<file path="config.mk">
export PLATFORM = sky130hd
export DESIGN_NAME = bdsr_queue
export DESIGN_NICKNAME = d
export VERILOG_FILES = /design/src/rtl/bdsr_pkg.sv /design/src/rtl/bdsr_queue.sv
export SDC_FILE = /design/constraint.sdc
export NUM_CORES = 1
export LEC_CHECK = 0
export BUFFER_PORTS_ARGS = -buffer_cell sky130_fd_sc_hd__buf_4
export CAP_MARGIN = 20
export CORE_ASPECT_RATIO = 1.75
export CORE_UTILIZATION = 56
export DETAILED_ROUTE_END_ITERATION = 8
export GPL_TIMING_DRIVEN = 1
export PLACE_DENSITY = 0.9
export SYNTH_ARGS = -nofsm -noshare
export SYNTH_HDL_FRONTEND = slang
export SYNTH_SLANG_ARGS = --single-unit
</file>
<file path="constraint.sdc">
create_clock -name clk -period 5.08 [get_ports clk]
set_clock_uncertainty 0.15 [all_clocks]
set_input_delay 0 -clock clk [delete_from_list [all_inputs] [get_ports clk]]
set_output_delay 0 -clock clk [all_outputs]
set_load 0.01 [all_outputs]
</file>
<file path="src/rtl/bdsr_pkg.sv">
// Shared types and constants of the bus decoder with shared RAM window.
package bdsr_pkg;

  localparam int ADDR_W      = 24;
  localparam int MAP_W       = 48;
  localparam int CFG_INDEX_W = 3;
  localparam int MAP_IDX_W   = 3;
  localparam int BANK_AW     = 12;

  localparam logic [ADDR_W-1:0] ADDR_BUSREQ = 24'hA11100;
  localparam logic [ADDR_W-1:0] ADDR_RESET  = 24'hA11200;
  localparam logic [ADDR_W-1:0] WIN_LO      = 24'hA00000;
  localparam logic [ADDR_W-1:0] WIN_HI      = 24'hA0FFFF;
  localparam logic [ADDR_W-1:0] RAM_HI      = 24'hA01FFF;
  localparam logic [MAP_W-1:0]  MAP_RESET   = 48'hFFFFFF000000;

  localparam logic [15:0] BYTE_OPEN = 16'h00FF;
  localparam logic [15:0] WORD_OPEN = 16'hFFFF;
  localparam logic [15:0] BYTE_FLAG = 16'h0001;
  localparam logic [15:0] WORD_FLAG = 16'h0100;

  typedef enum logic [2:0] {
    OP_RD_BYTE = 3'd0,
    OP_WR_BYTE = 3'd1,
    OP_RD_WORD = 3'd2,
    OP_WR_WORD = 3'd3,
    OP_RD_LONG = 3'd4,
    OP_WR_LONG = 3'd5
  } op_t;

  typedef enum logic [1:0] {
    OC_LOCAL_READ  = 2'd0,
    OC_LOCAL_WRITE = 2'd1,
    OC_FORWARD     = 2'd2,
    OC_UNMAPPED    = 2'd3
  } outcome_t;

  typedef enum logic [1:0] {
    CLS_BUSREQ = 2'd0,
    CLS_RESET  = 2'd1,
    CLS_RAM    = 2'd2,
    CLS_ROUTE  = 2'd3
  } cls_t;

  typedef enum logic [1:0] {
    ST_CLEAR = 2'd0,
    ST_RUN   = 2'd1,
    ST_READ  = 2'd2
  } back_state_t;

  // One word or byte sub-access after address decode.
  typedef struct packed {
    cls_t                 cls;
    logic                 wr;
    logic                 size;
    logic [ADDR_W-1:0]    addr;
    logic [15:0]          data;
    logic                 matched;
    logic [MAP_IDX_W-1:0] idx;
    logic [ADDR_W-1:0]    start;
    logic                 last;
  } sub_t;

endpackage

</file>
<file path="src/rtl/bdsr_queue.sv">
// Two-entry queue of decoded sub-accesses between front and back end.
module bdsr_queue (
  input  logic           clk,
  input  logic           rst,
  input  logic           push_valid,
  output logic           push_ready,
  input  bdsr_pkg::sub_t push_data,
  output logic           pop_valid,
  input  logic           pop_ready,
  output bdsr_pkg::sub_t pop_data
);

  bdsr_pkg::sub_t slots [2];
  logic           wr_ptr;
  logic           rd_ptr;
  logic [1:0]     count;
  logic           do_push;
  logic           do_pop;

  assign push_ready = (count != 2'd2);
  assign pop_valid  = (count != 2'd0);
  assign pop_data   = slots[rd_ptr];
  assign do_push    = push_valid && push_ready;
  assign do_pop     = pop_valid && pop_ready;

  always_ff @(posedge clk) begin
    if (rst) begin
      wr_ptr <= 1'b0;
      rd_ptr <= 1'b0;
      count  <= 2'd0;
    end else begin
      if (do_push) begin
        wr_ptr <= !wr_ptr;
      end
      if (do_pop) begin
        rd_ptr <= !rd_ptr;
      end
      if (do_push && !do_pop) begin
        count <= count + 2'd1;
      end else if (do_pop && !do_push) begin
        count <= count - 2'd1;
      end
    end
  end

  always_ff @(posedge clk) begin
    if (do_push) begin
      slots[wr_ptr] <= push_data;
    end
  end

endmodule

</file>
# After elaboration in Yosys (flattened, before gate mapping)
# Memories as Yosys holds them, arrays and structs flattened. A register that Yosys moved wholly into a read port is not among the register bits.
# Cells that the tools add are included.
[totals]
regBits = 4
mem_bits_rw = 146
in_bits = 77
out_inout_bits = 75
elab_cells = 23
n_memories = 1
[op_classes]
addsub = 2
eq_ne = 1
mux = 6
reduce_logical = 10
[mem_list]
columns = ["memory", "depth", "word_bits", "read_ports", "rd_clocked_by_memory_dff", "wr", "line_no", "source"]
rows = [
  ["slots", 2, 73, 1, 1, 1, "bdsr_queue.sv:13", "bdsr_pkg::sub_t slots [2];"],
]
[op_table]
columns = ["op", "count"]
rows = [
  ["logical AND 1 bit", 4],
  ["logical NOT 1 bit", 4],
  ["two-way mux 1 bit", 4],
  ["two-way mux 2 bit", 2],
  ["nonzero test 2 bit", 2],
  ["adder 2 x 1 -> 2 bit, second input constant", 1],
  ["!= test 2 bit, second input constant", 1],
  ["subtractor 2 x 1 -> 2 bit, second input constant", 1],
]

# Longest topological paths before layout
[logic_depth]
depth_word = 6
ltp_mapped = 6
mapped_depth_nobuf = 6

# Worst setup path before layout
# No wires, ideal clock.
[synth_path]
path_type = "register to register"
startpoint = "register count[0]"
endpoint = "memory slots[1][0] in the netlist's numbering (enable)"
setup_time_ns = 0.439
arrival_ns = 2.396
t_required_ns = 4.491
setup_slack_ns = 2.095
stages_incl_launch_ff = 3
path_buffers = 0
synth_period_minus_slack_ns = 2.985
path_cell_list = "dfxtp_1 -> nand2b_1 -> and3_1"
[synth_via]
elab_chain_len = 4
[synth_rtl]
columns = ["element", "line_no", "source"]
rows = [
  ["from (decl)", "bdsr_queue.sv:16", "logic [1:0] count;"],
  ["from (signal assigned)", "bdsr_queue.sv:39", "count <= count + 2'd1;"],
  ["from (signal assigned)", "bdsr_queue.sv:41", "count <= count - 2'd1;"],
  ["!= test 2 bit", "bdsr_queue.sv:20", "assign push_ready = (count != 2'd2);"],
  ["via push_ready", "bdsr_queue.sv:6", "output logic push_ready,"],
  ["logical AND 1 bit", "bdsr_queue.sv:23", "assign do_push = push_valid && push_ready;"],
  ["two-way mux 1 bit", "bdsr_queue.sv:47", "if (do_push) begin"],
  ["two-way mux 1 bit (implied by the code)", "bdsr_queue.sv:48", "slots[wr_ptr] <= push_data;"],
  ["to (decl)", "bdsr_queue.sv:13", ""],
]
# The timed path passes the listed nets, and every way through them passes these cells.

# Worst setup path after layout
[layout_path]
startpoint = "register count[0]"
endpoint = "memory slots[0][12] in the netlist's numbering (enable)"
[layout_via]
elab_chain_len = 4
[layout_rtl]
columns = ["element", "line_no"]
rows = [
  ["!= test 2 bit", "bdsr_queue.sv:20"],
  ["logical AND 1 bit", "bdsr_queue.sv:23"],
  ["two-way mux 1 bit", "bdsr_queue.sv:47"],
  ["two-way mux 1 bit (implied by the code)", "bdsr_queue.sv:48"],
]
# No other way between the ends.

==> qor.json <==
{
  "final_layout": {
    "nNetsFinal": 569,
    "layout-drive-gt1-share_pct": 50.0,
    "fillCellCount": 410,
    "multi_input_comb_area_um2": 946,
    "flow.area_growth_from_synthesis_pct": 46.7,
    "finalCoreUtilization_pct": 85.0,
    "fin_area_um2": 8050,
    "instances_no_fill": 629,
    "layout.area.seq_um2": 4490
  },
  "yosys": {
    "synth-warning-count": 0,
    "avgSynthCellArea_um2": 21.9,
    "cells_after_synth": 251,
    "yosysUniqueCellTypes": 18,
    "synth.top_cells.by_area": "edfxtp_1 80%, mux2_2 15%, dfxtp_1 1.8%",
    "postSynthRegisterBits": 151,
    "synth_enable_flop_cells": 146,
    "netlist_area_um2": 5490,
    "synth_sequential_area_ratio_pct": 81.7,
    "synth_top_area_share_pct": 79.9,
    "async_flop_share_pct": 0,
    "syn_nets": 329,
    "synth_top_cell_by_area": "edfxtp_1",
    "postSynth.topFlopCell": "edfxtp_1"
  },
  "power_and_ir_drop": {
    "switching_power_uw": 959,
    "clkPwrFrac_pct": 30.7,
    "switching_fraction_pct": 25.5,
    "sequentialPowerShare_pct": 44.8,
    "cellLeakagePower_nw": 3.04,
    "areal_power_density_over_the_cells_nw_per_um2": 467,
    "p_int_mw": 2.80,
    "combPwrFrac_pct": 24.5,
    "power.ir.vdd_worst_mv": 0.396
  },
  "grt": {
    "grt_usage_pct": 25.4,
    "use_met1_pct": 25.3,
    "globalRoute.totalOverflow": 0,
    "vias_in_the_first_global_route": 3536,
    "groute.layer.met2.usage_pct": 46.7,
    "maximum_number_of_pins_on_one_net_before_global_route_repair": 74,
    "grt_use_met3_pct": 5.31,
    "grt_antenna_before_repair": 3,
    "grt_pass1_wl_um": 18400,
    "globalRoute.busiestLayer": "met2"
  },
  "detailed_routing": {
    "drt_drc_violations_left": 0,
    "ant_nets": 0,
    "route.detailed.wl_per_inst_um": 19.8,
    "vias_per_cell": 5.23,
    "via_count": 3291,
    "postRouteWirelength_um": 12400,
    "first_iter_violations": 172,
    "drt_first_pass_iters": 4
  },
  "timing": {
    "grt_setup_unrepaired": "no",
    "worst_slew_pin_slew_ns": 1.01,
    "maxSlewViolCount": 0,
    "post-route-min-period_ns": 2.45,
    "setup_total_negative_slack_ns": 0,
    "setup-violations-final": 0,
    "rel_slew_slack_pct": 32.5,
    "final_min_period_over_clock_period_pct": 48.2,
    "maxClockFrequency_mhz": 408,
    "hold_violations": 0
  },
  "die": {
    "floorplan.io_pins": 152,
    "die_area_um2": 10200,
    "die_ht_um": 133,
    "die_w_um": 76.8,
    "core_area_um2": 9470,
    "floorplan.initialDensity_pct": 57.9,
    "rows": 47
  },
  "worst_hold_path": {
    "worstHoldStart": "push_data[23]",
    "hold_path_class": "in -> reg"
  },
  "critical_path": {
    "type_of_the_worst_setup_path": "reg -> reg",
    "worst_flop_to_flop_path_startpoint": "count[0]",
    "worstPathBufferInverterCount": 2,
    "worst-endpoint-required_ns": 4.97,
    "worstPathMaxFanout": 45,
    "cp_top_family": "buffers and inverters",
    "cp_cell_sequence": "nand2b_1 > nand3b_1 > inv_2 > buf_4",
    "worstSetupStartpoint": "count[0]",
    "crit_slowest_cell": "buf_4",
    "kind_of_capture_point_of_the_worst_setup_path": "flip-flop",
    "setup.worst_path.start_class": "flip-flop",
    "timing.critical_path.arrival_ns": 2.34,
    "slowest_delay_ns": 0.63
  },
  "clock_network": {
    "clk_pin_slew_ns": 0.06,
    "ctsResizeCount": 0,
    "cts_tree": "yes",
    "numCtsBuffers": 17,
    "cts_buffer_depth": 2,
    "tritoncts_num_sinks": 151,
    "worstSkewPairLatency_ns": 0.41,
    "clk_tree_root_cell": "clkbuf_16",
    "h-tree-depth": 4
  },
  "placed_design": {
    "port-buffer-count": 151,
    "place_congestion": 0.766,
    "hpwl_um": 6520,
    "dpl.cell_count": 517,
    "detailed_place.area_um2": 6730
  },
  "status": {
    "run_status": "completed"
  },
  "job": {
    "timing.max_cap.violations": 0
  }
}
## state kept, by name (all words and copies together) (netlist names), named ones only
name / cells
count: 2
wr_ptr: 1
rd_ptr: 1
slots: 146
## placed cells by master, fill, tap and decap left out
master / n
dlygate4sd3_1: 77
clkinv_2: 3
edfxtp_1: 146
nand3b_1: 1
clkinv_1: 1
or2_2: 1
buf_4: 152
diode_2: 3
dfxtp_1: 4
nor2_1: 3
clkbuf_16: 17
inv_2: 1
nand2b_1: 1
a21oi_1: 2
and3_4: 1
or3_1: 1
dfxtp_4: 1
xor2_1: 3
o21ai_0: 2
bufinv_16: 2
and2_1: 1
ha_1: 1
mux2_2: 73
a21bo_2: 1
clkbuf_1: 9
## worst paths after layout
kind,end,slack [ns],cells past startpoint
worst max-delay path,slots[0][12],2.63,4
worst min-delay path,slots[1][23],0.16,2
worst max register to register,slots[0][12],2.63,4
worst min register to register,count[1],0.38,2
## worst register-to-register path: cells and delay by family, from the launching register on
family        cells  cell delay [ns]
simple gates      2             0.39
buf+inv           2             1.12
flops             1             0.41
## cell type report
cell class / instances / share of cell area, %
sequential: 151 / 55.8
tap: 122 / 1.90
inverter: 1 / 0.0466
timing repair buffer: 229 / 23.8
antenna: 3 / 0.0933
clock inverter: 6 / 0.979
multi-input combinational: 91 / 11.8
clock buffer: 26 / 5.71
## stage by stage
| stage | total power, mW | hold WS [ns] | setup WS [ns] |
|---|---|---|---|
| floorplan | 2.14 | -0.0809 | 2.09 |
| global placement | 2.52 | 0.0346 | 2.76 |
| detailed placement | 2.55 | 0.0374 | 2.71 |
| CTS | 3.75 | 0.159 | 2.68 |
| global route | 3.88 | 0.159 | 2.50 |
| finish | 3.76 | 0.159 | 2.63 |
## cells in the mapped netlist (2+ instances only)
library cell / count
dfxtp_1: 5
a21oi_1: 2
edfxtp_1: 146
o21ai_0: 2
xor2_1: 3
mux2_2: 73
nor2_1: 3
buf_4: 7
## power by group through the flow
stage                     clock network [mW]  logic, mW  registers, mW
final                                   1.15      0.922           1.69
after CTS                               1.15      0.908           1.68
after global routing                    1.21      0.968           1.71
after detailed placement                   0      0.848           1.71
after global placement                     0      0.830           1.69
after floorplan                            0      0.525           1.62
## cells by family after synthesis
kind of cell | after synthesis | share of synthesized area [%]
adder cells (fa/ha/maj) | 1 | 0.228
XOR/XNOR | 3 | 0.479
multiplexers | 73 | 15.0
flip-flops | 151 | 81.7
buffers and inverters | 9 | 1.12
AO/OA/AOI/OAI | 5 | 0.547
AND/OR/NAND/NOR | 9 | 0.913
## metal layers
layer  vias to the layer above  routed length (um)  part of all wire, %
met2                       145                7300                   59
met3                        35                 496                  4.0
met1                      1636                4160                   33
met5                         -                   0                    0
li1                       1475                   -                    -
met4                         0                 479                  3.9
## timing repair
item,CTS,global route
endpoints found under the hold margin,151,0
hold buffers,77,0
setup endpoints to repair,0,0
setup buffers,0,0
Note: power is estimated with default switching activity, not from simulation.
