**src/rtl/bdsr_pkg.sv**
```systemverilog
// Shared types and constants of the bus decoder with shared RAM window.
package bdsr_pkg;

  localparam int ADDR_W      = 24;
  localparam int MAP_W       = 48;
  localparam int CFG_INDEX_W = 3;
  localparam int MAP_IDX_W   = 3;
  localparam int BANK_AW     = 12;

  localparam logic [ADDR_W-1:0] ADDR_BUSREQ = 24'hA11100;
  localparam logic [ADDR_W-1:0] ADDR_RESET  = 24'hA11200;
  localparam logic [ADDR_W-1:0] WIN_LO      = 24'hA00000;
  localparam logic [ADDR_W-1:0] WIN_HI      = 24'hA0FFFF;
  localparam logic [ADDR_W-1:0] RAM_HI      = 24'hA01FFF;
  localparam logic [MAP_W-1:0]  MAP_RESET   = 48'hFFFFFF000000;

  localparam logic [15:0] BYTE_OPEN = 16'h00FF;
  localparam logic [15:0] WORD_OPEN = 16'hFFFF;
  localparam logic [15:0] BYTE_FLAG = 16'h0001;
  localparam logic [15:0] WORD_FLAG = 16'h0100;

  typedef enum logic [2:0] {
    OP_RD_BYTE = 3'd0,
    OP_WR_BYTE = 3'd1,
    OP_RD_WORD = 3'd2,
    OP_WR_WORD = 3'd3,
    OP_RD_LONG = 3'd4,
    OP_WR_LONG = 3'd5
  } op_t;

  typedef enum logic [1:0] {
    OC_LOCAL_READ  = 2'd0,
    OC_LOCAL_WRITE = 2'd1,
    OC_FORWARD     = 2'd2,
    OC_UNMAPPED    = 2'd3
  } outcome_t;

  typedef enum logic [1:0] {
    CLS_BUSREQ = 2'd0,
    CLS_RESET  = 2'd1,
    CLS_RAM    = 2'd2,
    CLS_ROUTE  = 2'd3
  } cls_t;

  typedef enum logic [1:0] {
    ST_CLEAR = 2'd0,
    ST_RUN   = 2'd1,
    ST_READ  = 2'd2
  } back_state_t;

  // One word or byte sub-access after address decode.
  typedef struct packed {
    cls_t                 cls;
    logic                 wr;
    logic                 size;
    logic [ADDR_W-1:0]    addr;
    logic [15:0]          data;
    logic                 matched;
    logic [MAP_IDX_W-1:0] idx;
    logic [ADDR_W-1:0]    start;
    logic                 last;
  } sub_t;

endpackage

```
**src/rtl/bdsr_if.sv**
```systemverilog
// Valid/ready channel interfaces for bus accesses and their results.
interface bdsr_req_if;
  logic        valid;
  logic        ready;
  logic [2:0]  operation;
  logic [31:0] address;
  logic [31:0] write_value;

  modport source (output valid, operation, address, write_value, input ready);
  modport sink (input valid, operation, address, write_value, output ready);
endinterface


```
**src/rtl/bdsr_front.sv**
```systemverilog
// Front end: accepts accesses, splits longwords and decodes each sub-access.
module bdsr_front #(
  parameter int NUM_MAP_ENTRIES = 4
) (
  input  logic                             clk,
  input  logic                             rst,
  bdsr_req_if.sink                         req,
  input  logic                             cfg_we,
  input  logic [bdsr_pkg::CFG_INDEX_W-1:0] cfg_index,
  input  logic [bdsr_pkg::MAP_W-1:0]       cfg_data,
  input  logic                             hold,
  output logic                             push_valid,
  input  logic                             push_ready,
  output bdsr_pkg::sub_t                   push_data
);

  logic [bdsr_pkg::MAP_W-1:0]  map_entry [NUM_MAP_ENTRIES];
  logic [2:0]                  cur_op;
  logic [bdsr_pkg::ADDR_W-1:0] cur_addr;
  logic [31:0]                 cur_wv;
  logic                        cur_valid;
  logic                        cur_half;

  logic                        op_ok;
  logic                        is_long;
  logic                        done;
  logic                        is_byte;
  logic                        wr;
  logic [bdsr_pkg::ADDR_W-1:0] a;
  logic [15:0]                 sub_data;
  logic [NUM_MAP_ENTRIES-1:0]  hit;
  logic                        matched;
  logic [bdsr_pkg::MAP_IDX_W-1:0] sel_idx;
  logic [bdsr_pkg::ADDR_W-1:0] sel_start;
  logic                        busreq_hit;
  logic                        reset_hit;
  logic                        win_hit;
  logic                        ramwin_hit;

  always_ff @(posedge clk) begin
    if (rst) begin
      for (int i = 0; i < NUM_MAP_ENTRIES; i++) begin
        map_entry[i] <= bdsr_pkg::MAP_RESET;
      end
    end else if (cfg_we) begin
      for (int i = 0; i < NUM_MAP_ENTRIES; i++) begin
        if (cfg_index == bdsr_pkg::CFG_INDEX_W'(i)) begin
          map_entry[i] <= cfg_data;
        end
      end
    end
  end

  always_comb begin
    op_ok   = (cur_op == bdsr_pkg::OP_RD_BYTE) || (cur_op == bdsr_pkg::OP_WR_BYTE) ||
              (cur_op == bdsr_pkg::OP_RD_WORD) || (cur_op == bdsr_pkg::OP_WR_WORD) ||
              (cur_op == bdsr_pkg::OP_RD_LONG) || (cur_op == bdsr_pkg::OP_WR_LONG);
    is_long = (cur_op == bdsr_pkg::OP_RD_LONG) || (cur_op == bdsr_pkg::OP_WR_LONG);
    is_byte = (cur_op == bdsr_pkg::OP_RD_BYTE) || (cur_op == bdsr_pkg::OP_WR_BYTE);
    wr      = cur_op[0];
    // The second half of a longword sits two bytes up, wrapping in 24 bits.
    a       = cur_half ? (cur_addr + bdsr_pkg::ADDR_W'(2)) : cur_addr;
    if (is_byte) begin
      sub_data = {8'h00, cur_wv[7:0]};
    end else if (is_long && !cur_half) begin
      sub_data = cur_wv[31:16];
    end else begin
      sub_data = cur_wv[15:0];
    end
  end

  always_comb begin
    for (int i = 0; i < NUM_MAP_ENTRIES; i++) begin
      hit[i] = (a >= map_entry[i][47:24]) && (a <= map_entry[i][23:0]);
    end
    matched   = |hit;
    sel_idx   = '0;
    sel_start = '0;
    for (int i = NUM_MAP_ENTRIES - 1; i >= 0; i--) begin
      if (hit[i]) begin
        sel_idx   = bdsr_pkg::MAP_IDX_W'(i);
        sel_start = map_entry[i][47:24];
      end
    end
  end

  always_comb begin
    busreq_hit = is_byte ? (a[23:1] == bdsr_pkg::ADDR_BUSREQ[23:1])
                         : (a == bdsr_pkg::ADDR_BUSREQ);
    reset_hit  = is_byte ? (a[23:1] == bdsr_pkg::ADDR_RESET[23:1])
                         : (a == bdsr_pkg::ADDR_RESET);
    win_hit    = (a >= bdsr_pkg::WIN_LO) && (a <= bdsr_pkg::WIN_HI);
    ramwin_hit = (a >= bdsr_pkg::WIN_LO) && (a <= bdsr_pkg::RAM_HI);

    push_data.wr      = wr;
    push_data.size    = !is_byte;
    push_data.addr    = a;
    push_data.data    = sub_data;
    push_data.matched = matched;
    push_data.idx     = sel_idx;
    push_data.start   = sel_start;
    push_data.last    = !is_long || cur_half;
    // Word reads see only the RAM part of the window; the rest is routed.
    if (busreq_hit) begin
      push_data.cls = bdsr_pkg::CLS_BUSREQ;
    end else if (reset_hit) begin
      push_data.cls = bdsr_pkg::CLS_RESET;
    end else if ((is_byte || wr) ? win_hit : ramwin_hit) begin
      push_data.cls = bdsr_pkg::CLS_RAM;
    end else begin
      push_data.cls = bdsr_pkg::CLS_ROUTE;
    end
  end

  assign push_valid = cur_valid && op_ok;
  assign done       = cur_valid && (!op_ok || (push_ready && (!is_long || cur_half)));
  assign req.ready  = !hold && (!cur_valid || done);

  always_ff @(posedge clk) begin
    if (rst) begin
      cur_valid <= 1'b0;
      cur_half  <= 1'b0;
    end else begin
      if (req.valid && req.ready) begin
        cur_valid <= 1'b1;
        cur_half  <= 1'b0;
      end else if (done) begin
        cur_valid <= 1'b0;
      end else if (push_valid && push_ready) begin
        cur_half <= 1'b1;
      end
    end
  end

  always_ff @(posedge clk) begin
    if (req.valid && req.ready) begin
      cur_op   <= req.operation;
      cur_addr <= req.address[bdsr_pkg::ADDR_W-1:0];
      cur_wv   <= req.write_value;
    end
  end

endmodule

```
**src/flat_wrapper.sv**
```systemverilog
// flat-port wrapper written by rule: the top's interface ports become plain ports
module bdsr_front_flat 
#(
  parameter int NUM_MAP_ENTRIES = 4
)
  (clk, rst, cfg_we, cfg_index, cfg_data, hold, push_valid, push_ready, push_data, req_valid, req_operation, req_address, req_write_value, req_ready);
  bdsr_req_if req_i ();
  input  logic clk;
  input  logic rst;
  input  logic cfg_we;
  input  logic [bdsr_pkg::CFG_INDEX_W-1:0] cfg_index;
  input  logic [bdsr_pkg::MAP_W-1:0] cfg_data;
  input  logic hold;
  output logic push_valid;
  input  logic push_ready;
  output bdsr_pkg::sub_t push_data;
  input wire logic [$bits(req_i.valid)-1:0] req_valid;
  input wire logic [$bits(req_i.operation)-1:0] req_operation;
  input wire logic [$bits(req_i.address)-1:0] req_address;
  input wire logic [$bits(req_i.write_value)-1:0] req_write_value;
  output wire logic [$bits(req_i.ready)-1:0] req_ready;
  assign req_i.valid = req_valid;
  assign req_i.operation = req_operation;
  assign req_i.address = req_address;
  assign req_i.write_value = req_write_value;
  assign req_ready = req_i.ready;
  bdsr_front #(.NUM_MAP_ENTRIES(NUM_MAP_ENTRIES)) u_core (.clk(clk), .rst(rst), .req(req_i), .cfg_we(cfg_we), .cfg_index(cfg_index), .cfg_data(cfg_data), .hold(hold), .push_valid(push_valid), .push_ready(push_ready), .push_data(push_data));
endmodule
```
**config.mk**
```make
export PLATFORM = sky130hd
export DESIGN_NAME = bdsr_front_flat
export DESIGN_NICKNAME = d
export VERILOG_FILES = /design/src/rtl/bdsr_pkg.sv /design/src/rtl/bdsr_if.sv /design/src/rtl/bdsr_front.sv /design/src/flat_wrapper.sv
export SDC_FILE = /design/constraint.sdc
export NUM_CORES = 1
export LEC_CHECK = 0
export BUFFER_PORTS_ARGS = -buffer_cell sky130_fd_sc_hd__buf_2
export CAP_MARGIN = 20
export CORE_AREA = 2 2 184 141
export DETAILED_ROUTE_END_ITERATION = 16
export DIE_AREA = 0 0 186 143
export HOLD_SLACK_MARGIN = 0.02
export PLACE_DENSITY_LB_ADDON = 0.08
export REMOVE_ABC_BUFFERS = 1
export SYNTH_ARGS = -nofsm -noshare
export SYNTH_HDL_FRONTEND = slang
export SYNTH_SLANG_ARGS = --single-unit
```
**constraint.sdc**
```tcl
create_clock -name clk -period 11.84 [get_ports clk]
set_clock_uncertainty 0.15 [all_clocks]
set_input_delay 0.592 -clock clk [delete_from_list [all_inputs] [get_ports clk]]
set_output_delay 0.592 -clock clk [all_outputs]
set_load 0.1 [all_outputs]
```
# ---- Yosys cells after proc, flatten, opt, wreduce, memory -nomap -nowiden
# Memory sizes are Yosys's and may differ from the RTL's.
# Cells that the tools add are included.
dict set report word_totals {
  ff_bits 61
  mem_bits_rw 192
  inputBits 124
  out_inout_bits 75
  word_cells 111
  mem_count 1
}
# name words word_bits read_ports rd_clocked_by_memory_dff write_ports line_no
set memory_table {}
lappend memory_table {u_core.map_entry 4 48 4 0 4 bdsr_front.sv:17} ;# logic [bdsr_pkg::MAP_W-1:0] map_entry [NUM_MAP_ENTRIES];
dict set report classes {
  n_addsub 1
  magnitude_cmp 11
  eq_ne 12
  mux 41
  bitwise 5
  reduce_logical 35
}
# operator count
set op_table {}
lappend op_table {{48-bit two-way mux} 4}
lappend op_table {{24-bit two-way mux} 5}
lappend op_table {{24-bit greater-or-equal comparator} 4}
lappend op_table {{24-bit less-or-equal comparator} 4}
lappend op_table {{24-bit == test, second input constant} 2}
lappend op_table {{24-bit less-or-equal comparator, second input constant} 2}
lappend op_table {{23-bit == test, second input constant} 2}
lappend op_table {{16-bit two-way mux} 2}
lappend op_table {{24-bit by 2-bit adder with 24-bit output, second input constant} 1}
lappend op_table {{24-bit greater-or-equal comparator, second input constant} 1}
lappend op_table {{1-bit two-way mux} 24}
lappend op_table {{1-bit logical AND} 13}
lappend op_table {{3-bit by 2-bit == test with 1-bit output, second input constant} 4}
lappend op_table {{2-bit two-way mux} 6}
lappend op_table {{1-bit logical OR} 10}
lappend op_table {{3-bit by 1-bit == test with 1-bit output, second input constant} 2}
lappend op_table {{3-bit == test, second input constant} 2}
lappend op_table {{1-bit zero test} 6}
lappend op_table {{3-bit zero test} 2}
lappend op_table {{1-bit bitwise OR} 4}
lappend op_table {{4-bit OR reduction} 1}
lappend op_table {{2-bit AND reduction} 1}
lappend op_table {{2-bit nonzero test} 1}
lappend op_table {{2-bit OR reduction} 1}
lappend op_table {{1-bit inverter} 1}

# ---- Depth between registers and ports, before layout
# Gate-level depths: netlist (run 1).
dict set report depth {
  depth_word 13
  mapped_depth 19
}

# ---- Worst setup path before layout (run 1)
# OpenSTA, ideal clock, no wires.
dict set report synth_timing {
  path_type {reg2out}
  start {register u_core.cur_addr[4] in the netlist's numbering}
  end {output port push_data[23] in the netlist's numbering}
  t_arrival_ns 7.853
  required_time_ns 11.098
  slack_ns 3.245
  stages_incl_launch_ff 17
  path_buffers 0
  cell_sequence {edfxtp_1 > nand3_1 > or3_1 > nor3_1 > and2_1 > nand2_1 > xnor2_1 > ha_1 > a31o_2 > a21oi_1 > o21ai_0 > maj3_1 > a221oi_1 > o211ai_1 > a21oi_2 > a221oi_1 > o21ai_0}
}
# element line_no
set synth_rtl {}
lappend synth_rtl {{from (decl)} bdsr_front.sv:19} ;# logic [bdsr_pkg::ADDR_W-1:0] cur_addr;
lappend synth_rtl {{from (signal assigned)} bdsr_front.sv:138} ;# cur_addr <= req.address[bdsr_pkg::ADDR_W-1:0];
lappend synth_rtl {{to (decl)} flat_wrapper.sv:16} ;# output bdsr_pkg::sub_t push_data;

==> results of run 1 <==
-- cell type report --
cell class / instances / area, sq um
Fill cell: 1801 / 6780
Clock buffer: 34 / 702
Multi-Input combinational cell: 949 / 7110
Clock inverter: 13 / 198
Timing Repair Buffer: 222 / 1210
Sequential cell: 253 / 7580
Antenna cell: 1 / 2.50
Inverter: 188 / 706
Tap cell: 338 / 423
-- metrics by stage --
stage / std cells / utilization, % / instance area [sq um] / setup WS [ps]
after global placement: 1947 / 68.8 / 17000 / 5040
after floorplan: 1390 / - / 15400 / 2780
final: 1998 / 72.6 / 17900 / 4300
after detailed placement: 1947 / 68.8 / 17000 / 4970
after CTS: 1994 / 72.4 / 17900 / 4390
after global routing: 1997 / 72.6 / 17900 / 3900
-- flip-flops by register name (all words and copies together), names as in the netlist --
signal / flops
u_core.cur_wv: 32
u_core.cur_half: 1
u_core.cur_valid: 1
u_core.cur_op: 3
u_core.cur_addr: 24
u_core.map_entry: 192
-- final timing paths --
check / depth (start not counted) / slack [ps] / startpoint / end
hold / removal: 1 / 80 / req_write_value[17] / u_core.cur_wv[17]$_DFFE_PP_
setup / recovery: 19 / 4300 / u_core.cur_addr[6]$_DFFE_PP_ / push_data[5]
setup reg to reg: 7 / 8720 / u_core.cur_half$_SDFFE_PP0P_ / u_core.cur_addr[0]$_DFFE_PP_
hold reg to reg: 2 / 540 / u_core.cur_half$_SDFFE_PP0P_ / u_core.cur_half$_SDFFE_PP0P_
-- routing by layer --
layer | share of wire [%] | track usage, %
met5 | 0.031 | 0
met4 | 2.5 | 9.08
met3 | 9.0 | 4.67
met2 | 46 | 50.2
met1 | 43 | 46.7
-- power by group --
| part | internal (mW) | switching [mW] | total, mW |
|---|---|---|---|
| combinational | 0.162 | 0.479 | 0.641 |
| clock | 0.527 | 0.353 | 0.879 |
| sequential | 1.04 | 0.0281 | 1.07 |
-- critical path: cells and delay by family, from the launching register on --
family                   cells  cell delay [ps]
AO/OA/AOI/OAI                8             2500
XOR/XNOR                     1              250
adder cells (fa/ha/maj)      2              670
buffers and inverters        2              610
flip-flops                   1              420
AND/OR/NAND/NOR              6             1790
-- kinds of logic (layout without fill, tap and decap cells) --
logic type               after synthesis  after routing  synth area share, %
adder cells (fa/ha/maj)              175            175                 13.9
XOR/XNOR                              33             33                 2.38
multiplexers                           5              5                0.337
buffers and inverters                241            457                 6.09
AND/OR/NAND/NOR                      458            458                 16.6
AO/OA/AOI/OAI                        277            277                 12.1
other                                  1              2               0.0240
flip-flops                           253            253                 48.6
-- Yosys cell counts, types with 10 or more instances --
library cell	n	area [sq um]
edfxtp_1	251	7540
inv_1	186	698
ha_1	169	2110
and3_1	81	507
nand2_1	80	300
a21oi_1	62	310
nand2b_1	53	332
or2_2	49	307
nor2_1	45	169
o21ai_0	44	220
clkbuf_1	35	131
a21o_1	29	218
a221oi_1	29	254
and2_1	29	181
o22ai_1	26	163
nand4_1	23	144
nand3_1	22	110
nor3_1	20	100
xnor2_1	17	149
nor2b_1	13	81.3
o21a_1	10	75.1
xor2_1	10	87.6
==> run summary, run 1 <==
Status: complete, no violations
EDFF count, synth: 251
Clock transition at path regs: 60 ps
Post-synthesis sequential area ratio: 48.6%
I/O pin count: 199
DR DRC count: 0
Worst path max stage delay: 850 ps
Setup TNS: 0 ps
Max-cap viol count: 0
Avg Cell Area, Syn: 10.8 sq um
Hold Buf Count CTS: 0
Endpoints failing setup: 0
Critical-path cell list: nand3_1, or3_1, nor3_1, and2_1, nand2_1, xnor2_1, ha_1, a31o_2, a21oi_1, o21ai_0, maj3_1, a221oi_1, o211ai_1, a21oi_4, nor3_4, buf_4, a221oi_1, o22ai_1, buf_2
Post-CTS Setup Bufs: 0
Clk sink count: 253
Synthesis-to-layout area growth: 15.0%
Critical-path top delay cell: a21oi_4
Ys async rst share: 0%
Final Max Tran Viols: 0
Static leakage: 8.06 nW
Share of layout cells above drive strength 1: 20.4%
Die H: 143 um
Most frequent cells in the layout: 251 x edfxtp_1, 189 x buf_2, 186 x inv_1, 169 x ha_1
First-pass GRT wire length: 64,300 um
TritonCTS clock tree: yes
Antenna violations before repair: 2
Most numerous cell on the critical path: a221oi_1
Fmax: 0.133 GHz
Most common cell after layout, fill and taps aside: edfxtp_1
Fin. Hold Viols: 0
Total Wirelength: 42,400 um
Worst-margin pin slew: 1040 ps
DR iter-0 viols: 1,120
Min Hold Slack: 76.4 ps
Total Routing Usage GR: 32.0%
PD cells: 145 mW/mm^2
Post-synthesis register bit count: 253
Die outline area: 0.0266 sq mm
Number of global-route vias before repair: 11,500
Critical-path maximum fanout: 25
TritonCTS buffer count: 26
Minimum clock period: 7540 ps
Pin count of the biggest net entering global routing: 77
Clock Tree Buf Depth: 3
Critical Path Source Type: flip-flop
Vias per cell: 6.09
Remaining antenna violation count: 0
Final net count: 1,933
Synthesized area: 0.0156 sq mm
Die Wd: 186 um
Synth Flop Type: edfxtp_1
GRT overflow: 0
Worst path required time: 11,100 ps
Clk_lat worst skew: 540 ps
Mapped Cells: 1,443
Total of warnings raised by yosys: 0
Hold Crit Class: in -> reg
PostCTS Resize Cnt: 0
DPL Wire Length: 29,000 um
Tot Pwr: 2.59 mW
RSZ-0062 raised after global routing: no
Htree depth: 1
Starting density of the core: 63.1%
Number of port buffers: 189
Worst slew margin: 30.6%
Synth unique cells: 77
Worst vdd ir: 145 uV
Path type of the worst setup path: reg -> out
Row Count: 50
DR WL/cell: 21.2 um
Critical Path AT: 6800 ps
Placer Congestion: 0.927
Initial DRT Pass Iterations: 5
Vias: 12,200
Root Buffer: clkbuf_16
Crit share post-route: 63.7%
Core Area: 0.0247 sq mm
Crit. End Element: primary output
Note: power is estimated with default switching activity, not from simulation.
==> inputs of run 2 (changes only) <==
- CORE_AREA: 2 2 184 141 -> 2 2 202 154
- DIE_AREA: 0 0 186 143 -> 0 0 204 156
- clock period: 11.84 -> 6 ns (I/O delays scaled with it)
==> run summary, run 2 (synthesis results as in run 1) <==
Fmax: 0.174 GHz
Reg area: 0.00758 sq mm (unchanged)
Die Wd: 204 um (+9.7%)
Worst slew margin: 28.3% (-2.2 points)
Tot Pwr: 5.30 mW (+100%)
CP top delay family: compound AO/OA/AOI/OAI gates
Worst-margin pin slew: 1070 ps (+33.4 ps)
Remaining antenna violation count: 0 (unchanged)
Placer Congestion: 0.904 (-2.5%)
Max reg flops: 192 (unchanged)
Routed wl met3: 3050 um (-20%)
R2R setup slack: 2290 ps (-6430 ps)
Top reg by flops: u_core.map_entry
Worst path required time: 5550 ps (-5550 ps)
Path type of the worst setup path: reg -> out
Worst vdd ir: 193 uV (+33%)
Row Count: 55 (+10%)
Crit share post-route: 96.0%
TritonCTS buffer count: 28 (+7.7%)
Synthesis-to-layout area growth: 25.2%
I/O pin count: 199 (unchanged)
Share of layout cells above drive strength 1: 21.0% (+0.59 points)
Most common cell after layout, fill and taps aside: edfxtp_1
RSZ-0062 raised after global routing: yes
Met2 Wirelength: 21,300 um (+10%)
Minimum clock period: 5760 ps
TritonCTS clock tree: yes
Clk sink count: 253 (unchanged)
DPL Wire Length: 30,200 um (+4.3%)
Post-layout util: 65.4% (-7.2 points)
Clock transition at path regs: 60 ps (about the same)
Crit. End Element: primary output
Final Max Tran Viols: 0 (unchanged)
Multi-input gate area: 0.00724 sq mm (+1.8%)
Number of global-route vias before repair: 12,300 (+6.7%)
WL met1: 19,900 um (+9.3%)
Starting density of the core: 52.2% (-11 points)
PD cells: 271 mW/mm^2 (+88%)
WP buf/inv: 2 (unchanged)
Root Buffer: clkbuf_16
Die outline area: 0.0318 sq mm (+20%)
Critical-path top delay cell: edfxtp_1
Pin count of the biggest net entering global routing: 75 (-2.6%)
Status: complete, no violations
Antenna cell count: 0 (-1)
Final net count: 2,058 (+6.5%)
Critical Path Source Type: flip-flop
Worst path max stage delay: 410 ps (-440 ps)
Max-cap viol count: 0 (unchanged)
Top Registers: u_core.map_entry (192), u_core.cur_wv (32), u_core.cur_addr (24)
Most frequent cells in the layout: 251 x edfxtp_1, 185 x inv_1, 169 x ha_1, 163 x buf_2, 110 x dlygate4sd3_1
Hold Crit Class: in -> reg
Vias: 12,500 (+2.9%)
Core Area: 0.0299 sq mm (+21%)
Filler Cell Count: 2,417 (+34%)
Die H: 156 um (+9.1%)
Number of port buffers: 189 (unchanged)
Static leakage: 8.69 nW (+7.8%)
Htree depth: 1 (unchanged)
Total Wirelength: 45,400 um (+7.1%)
Setup TNS: 0 ps (unchanged)
Antenna violations before repair: 0 (-2)
DR iter-0 viols: 971 (-13%)
Clock Tree Buf Depth: 3 (unchanged)
DR DRC count: 0 (unchanged)
Endpoints failing setup: 0 (unchanged)
Critical-path maximum fanout: 25 (unchanged)
Vias per cell: 5.73 (-5.8%)
GRT overflow: 0 (unchanged)
Clk_lat worst skew: 560 ps (+20 ps)
First-pass GRT wire length: 69,000 um (+7.4%)
DR top layer: met4
Critical Path AT: 5310 ps (-1490 ps)
DR WL/cell: 20.8 um (-2.0%)
Critical-path cell list: ha_1, nand2_1, or3_4, nor3_4, and2_4, nand2_1, xnor2_2, ha_1, a31o_2, a21oi_1, o21ai_0, maj3_1, a221oi_2, o211ai_1, a21oi_2, nor3_4, buf_12, a221oi_1, o22ai_1, buf_6
Fin. Hold Viols: 0 (unchanged)
Total Routing Usage GR: 28.3% (-3.8 points)
Initial DRT Pass Iterations: 5 (unchanged)
-- run 2: where the power goes --
group	leakage, nW	total, mW	internal [mW]	switching [mW]
Sequential	2.45	2.11	2.06	0.0546
Combinational	5.79	1.41	0.431	0.976
Clock	0.447	1.78	1.05	0.728
-- run 2: worst paths after layout --
path                                              startpoint  cells past startpoint                       endpoint
worst max register to register  u_core.cur_half$_SDFFE_PP0P_                     11  u_core.cur_valid$_SDFFE_PP0P_
worst max-delay path            u_core.cur_addr[1]$_DFFE_PP_                     20                   push_data[2]
worst min-delay path                      req_write_value[7]                      2     u_core.cur_wv[7]$_DFFE_PP_
worst min register to register  u_core.cur_half$_SDFFE_PP0P_                      3   u_core.cur_half$_SDFFE_PP0P_
-- run 2: worst reg2reg max path: stages, from the launching register on --
cell	delay, ps
dfxtp_1	330
buf_4	180
nor3b_2	170
buf_4	260
clkinv_1	530
a21boi_0	490
nor2_1	110
and2_2	210
buf_4	380
nor2_1	200
nor2_1	60
dlygate4sd3_1	550
-- run 2: cell type report --
cell class | instances | area share, %
timing repair buffer | 345 | 13.1
clock inverter | 16 | 1.01
clock buffer | 33 | 3.79
tap | 399 | 2.56
sequential | 253 | 38.8
inverter | 188 | 3.61
multi-input combinational | 949 | 37.1
-- run 2: repair_timing --
action                                  CTS  global route
gates cloned                              0             0
endpoints found under the setup margin   27            27
endpoints found under the hold margin   253             0
pin swaps                                 0             3
hold buffers                            110             0
resized for setup                        31            27
buffers inserted                          0             2
-- run 2: through the flow --
step | cell area (sq um) | cells | worst slack, ps | hold slack (ps)
final | 19500 | 2183 | 239 | 298
after global routing | 19500 | 2183 | -39.2 | 287
after CTS | 19300 | 2178 | 5.03 | 272
after detailed placement | 17200 | 2019 | 169 | 328
after global placement | 17200 | 2019 | 249 | 327
after floorplan | 15400 | 1390 | -2770 | 222
-- run 2: layer usage --
metal  global-route usage (%)  up-vias
met5                        0        -
met4                     8.59        0
met3                     3.26       68
met2                     46.1      434
met1                     39.8     6097
li1                         -     5919
==> inputs of run 3 (changes only) <==
- RECOVER_POWER: default -> 100
==> run summary, run 3 (synthesis results as in run 1) <==
Status: finished, violations left
Failing checks: capacitance limit, slew limit
Initial DRT Pass Iterations: 5 (unchanged)
Clock transition at path regs: 60 ps (about the same)
PD cells: 273 mW/mm^2 (+0.73%)
Top reg by flops: u_core.map_entry
Multi-input gate area: 0.00720 sq mm (-0.50%)
Total Routing Usage GR: 28.3% (unchanged)
Minimum clock period: 5770 ps (+8.91 ps)
Worst path max stage delay: 400 ps (about the same)
Path type of the worst setup path: reg -> out
DR DRC count: 0 (unchanged)
Row Count: 55 (unchanged)
Finished Layout Cells: 2,183 (unchanged)
Critical Path Source Type: flip-flop
Final net count: 2,058 (unchanged)
Critical-path top delay cell: edfxtp_1
Placed cell count: 2,019 (unchanged)
Worst vdd ir: 193 uV (about the same)
Pin count of the biggest net entering global routing: 75 (unchanged)
Worst slew margin: -118% (-150 points)
Antenna cell count: 0 (unchanged)
Endpoints failing setup: 0 (unchanged)
Critical Path AT: 5320 ps (about the same)
DPL Wire Length: 30,200 um (unchanged)
DR iter-0 viols: 981 (+1.0%)
Fin area: 0.0194 sq mm (-0.78%)
Vias per cell: 5.73 (about the same)
Die Wd: 204 um (unchanged)
Htree depth: 1 (unchanged)
Placed cell area: 0.0172 sq mm (unchanged)
Dpl ws: 169 ps (unchanged)
Max reg flops: 192 (unchanged)
TritonCTS clock tree: yes
Min Hold Slack: 292 ps (-5.37 ps)
Critical-path cell list: ha_1, nand2_1, or3_4, nor3_4, and2_4, nand2_1, xnor2_2, ha_1, a31o_2, a21oi_1, o21ai_0, maj3_1, a221oi_2, o211ai_1, a21oi_2, nor3_4, buf_12, a221oi_1, o22ai_1, buf_6
Static leakage: 8.48 nW (-2.4%)
Final WS setup: 230 ps (-8.91 ps)
Worst path required time: 5550 ps (about the same)
Hold Crit Class: in -> reg
Reg area: 0.00758 sq mm (unchanged)
DR WL/cell: 20.8 um (-0.13%)
GRT overflow: 0 (unchanged)
Max-cap viol count: 8 (+8)
Placer Congestion: 0.904 (unchanged)
Die H: 156 um (unchanged)
Number of global-route vias before repair: 12,300 (unchanged)
Share of layout cells above drive strength 1: 17.0% (-4.0 points)
WP buf/inv: 2 (unchanged)
Fin. Hold Viols: 0 (unchanged)
Worst-margin pin slew: 3270 ps (+2190 ps)
Total Wirelength: 45,400 um (-0.13%)
Clk_lat worst skew: 570 ps (about the same)
Final Max Tran Viols: 407 (+407)
Starting density of the core: 52.2% (unchanged)
Fmax: 0.173 GHz (-0.15%)
CP top delay family: compound AO/OA/AOI/OAI gates
First-pass GRT wire length: 69,000 um (unchanged)
Most common cell after layout, fill and taps aside: edfxtp_1
Clk sink count: 253 (unchanged)
Remaining antenna violation count: 0 (unchanged)
Most frequent cells in the layout: 251 x edfxtp_1, 185 x inv_1, 169 x ha_1, 110 x dlygate4sd3_1, 102 x buf_2
I/O pin count: 199 (unchanged)
Synthesis-to-layout area growth: 24.2%
TritonCTS buffer count: 28 (unchanged)
Root Buffer: clkbuf_16
Tot Pwr: 5.29 mW (about the same)
Clock Tree Buf Depth: 3 (unchanged)
Vias: 12,500 (-0.080%)
Antenna violations before repair: 0 (unchanged)
RSZ-0062 raised after global routing: yes
Critical-path maximum fanout: 25 (unchanged)
Crit. End Element: primary output
Top Registers: u_core.map_entry (192), u_core.cur_wv (32), u_core.cur_addr (24)
Crit share post-route: 96.2% (+0.15 points)
Filler Cell Count: 2,468 (+2.1%)
Die outline area: 0.0318 sq mm (unchanged)
Number of port buffers: 189 (unchanged)
Core Area: 0.0299 sq mm (unchanged)
==> run 3: cell count changes in the layout (fill, tap and decap cells not counted), moves of 2 or more <==
cell      change
clkbuf_2      +2
buf_4         -5
a21o_4        -3
and2_0       +12
clkbuf_1     +65
and2_1       -12
buf_2        -61
a21o_1        +3
==> run 3: metrics by stage <==
step,TNS (ps),utilization [%]
2_1_floorplan,-56050,-
3_3_place_gp,0,57.6
3_5_place_dp,0,57.6
4_1_cts,0,64.8
5_1_grt,-109,64.9
6_report,0,64.9
==> run 3: what timing repair did <==
| item | in CTS | in global routing |
|---|---|---|
| setup buffers | 0 | 2 |
| endpoints found under the setup margin | 27 | 27 |
| endpoints found under the hold margin | 253 | 0 |
| pin swaps | 0 | 3 |
| hold buffers | 110 | 0 |
| resized for setup | 31 | 27 |
==> run 3: final cells by class <==
| class | count | share of cell area (%) |
|---|---|---|
| clock inverter | 16 | 1.02 |
| clock buffer | 33 | 3.82 |
| timing repair buffer | 345 | 12.6 |
| sequential | 253 | 39.1 |
| inverter | 188 | 3.64 |
| tap | 399 | 2.58 |
| multi-input combinational | 949 | 37.2 |
==> run 3: final timing paths <==
| path | from | to | slack [ps] | depth (start not counted) |
|---|---|---|---|---|
| min reg2reg | u_core.cur_half$_SDFFE_PP0P_ | u_core.cur_half$_SDFFE_PP0P_ | 590 | 3 |
| max reg2reg | u_core.cur_half$_SDFFE_PP0P_ | u_core.cur_valid$_SDFFE_PP0P_ | 860 | 11 |
| min | req_operation[1] | u_core.cur_op[1]$_DFFE_PP_ | 290 | 2 |
| max | u_core.cur_addr[2]$_DFFE_PP_ | push_data[2] | 230 | 20 |
==> run 3: routing by layer <==
metal	routed length (um)	global-route usage [%]
met1	20000	39.8
met3	3060	3.26
met5	0	0
met2	21100	46.1
met4	1150	8.59
==> run 3: report_power, final <==
part / total [mW] / leakage (nW) / internal (mW) / switching (mW)
Clock: 1.78 / 0.447 / 1.05 / 0.728
Combinational: 1.40 / 5.58 / 0.422 / 0.976
Sequential: 2.12 / 2.45 / 2.06 / 0.0545
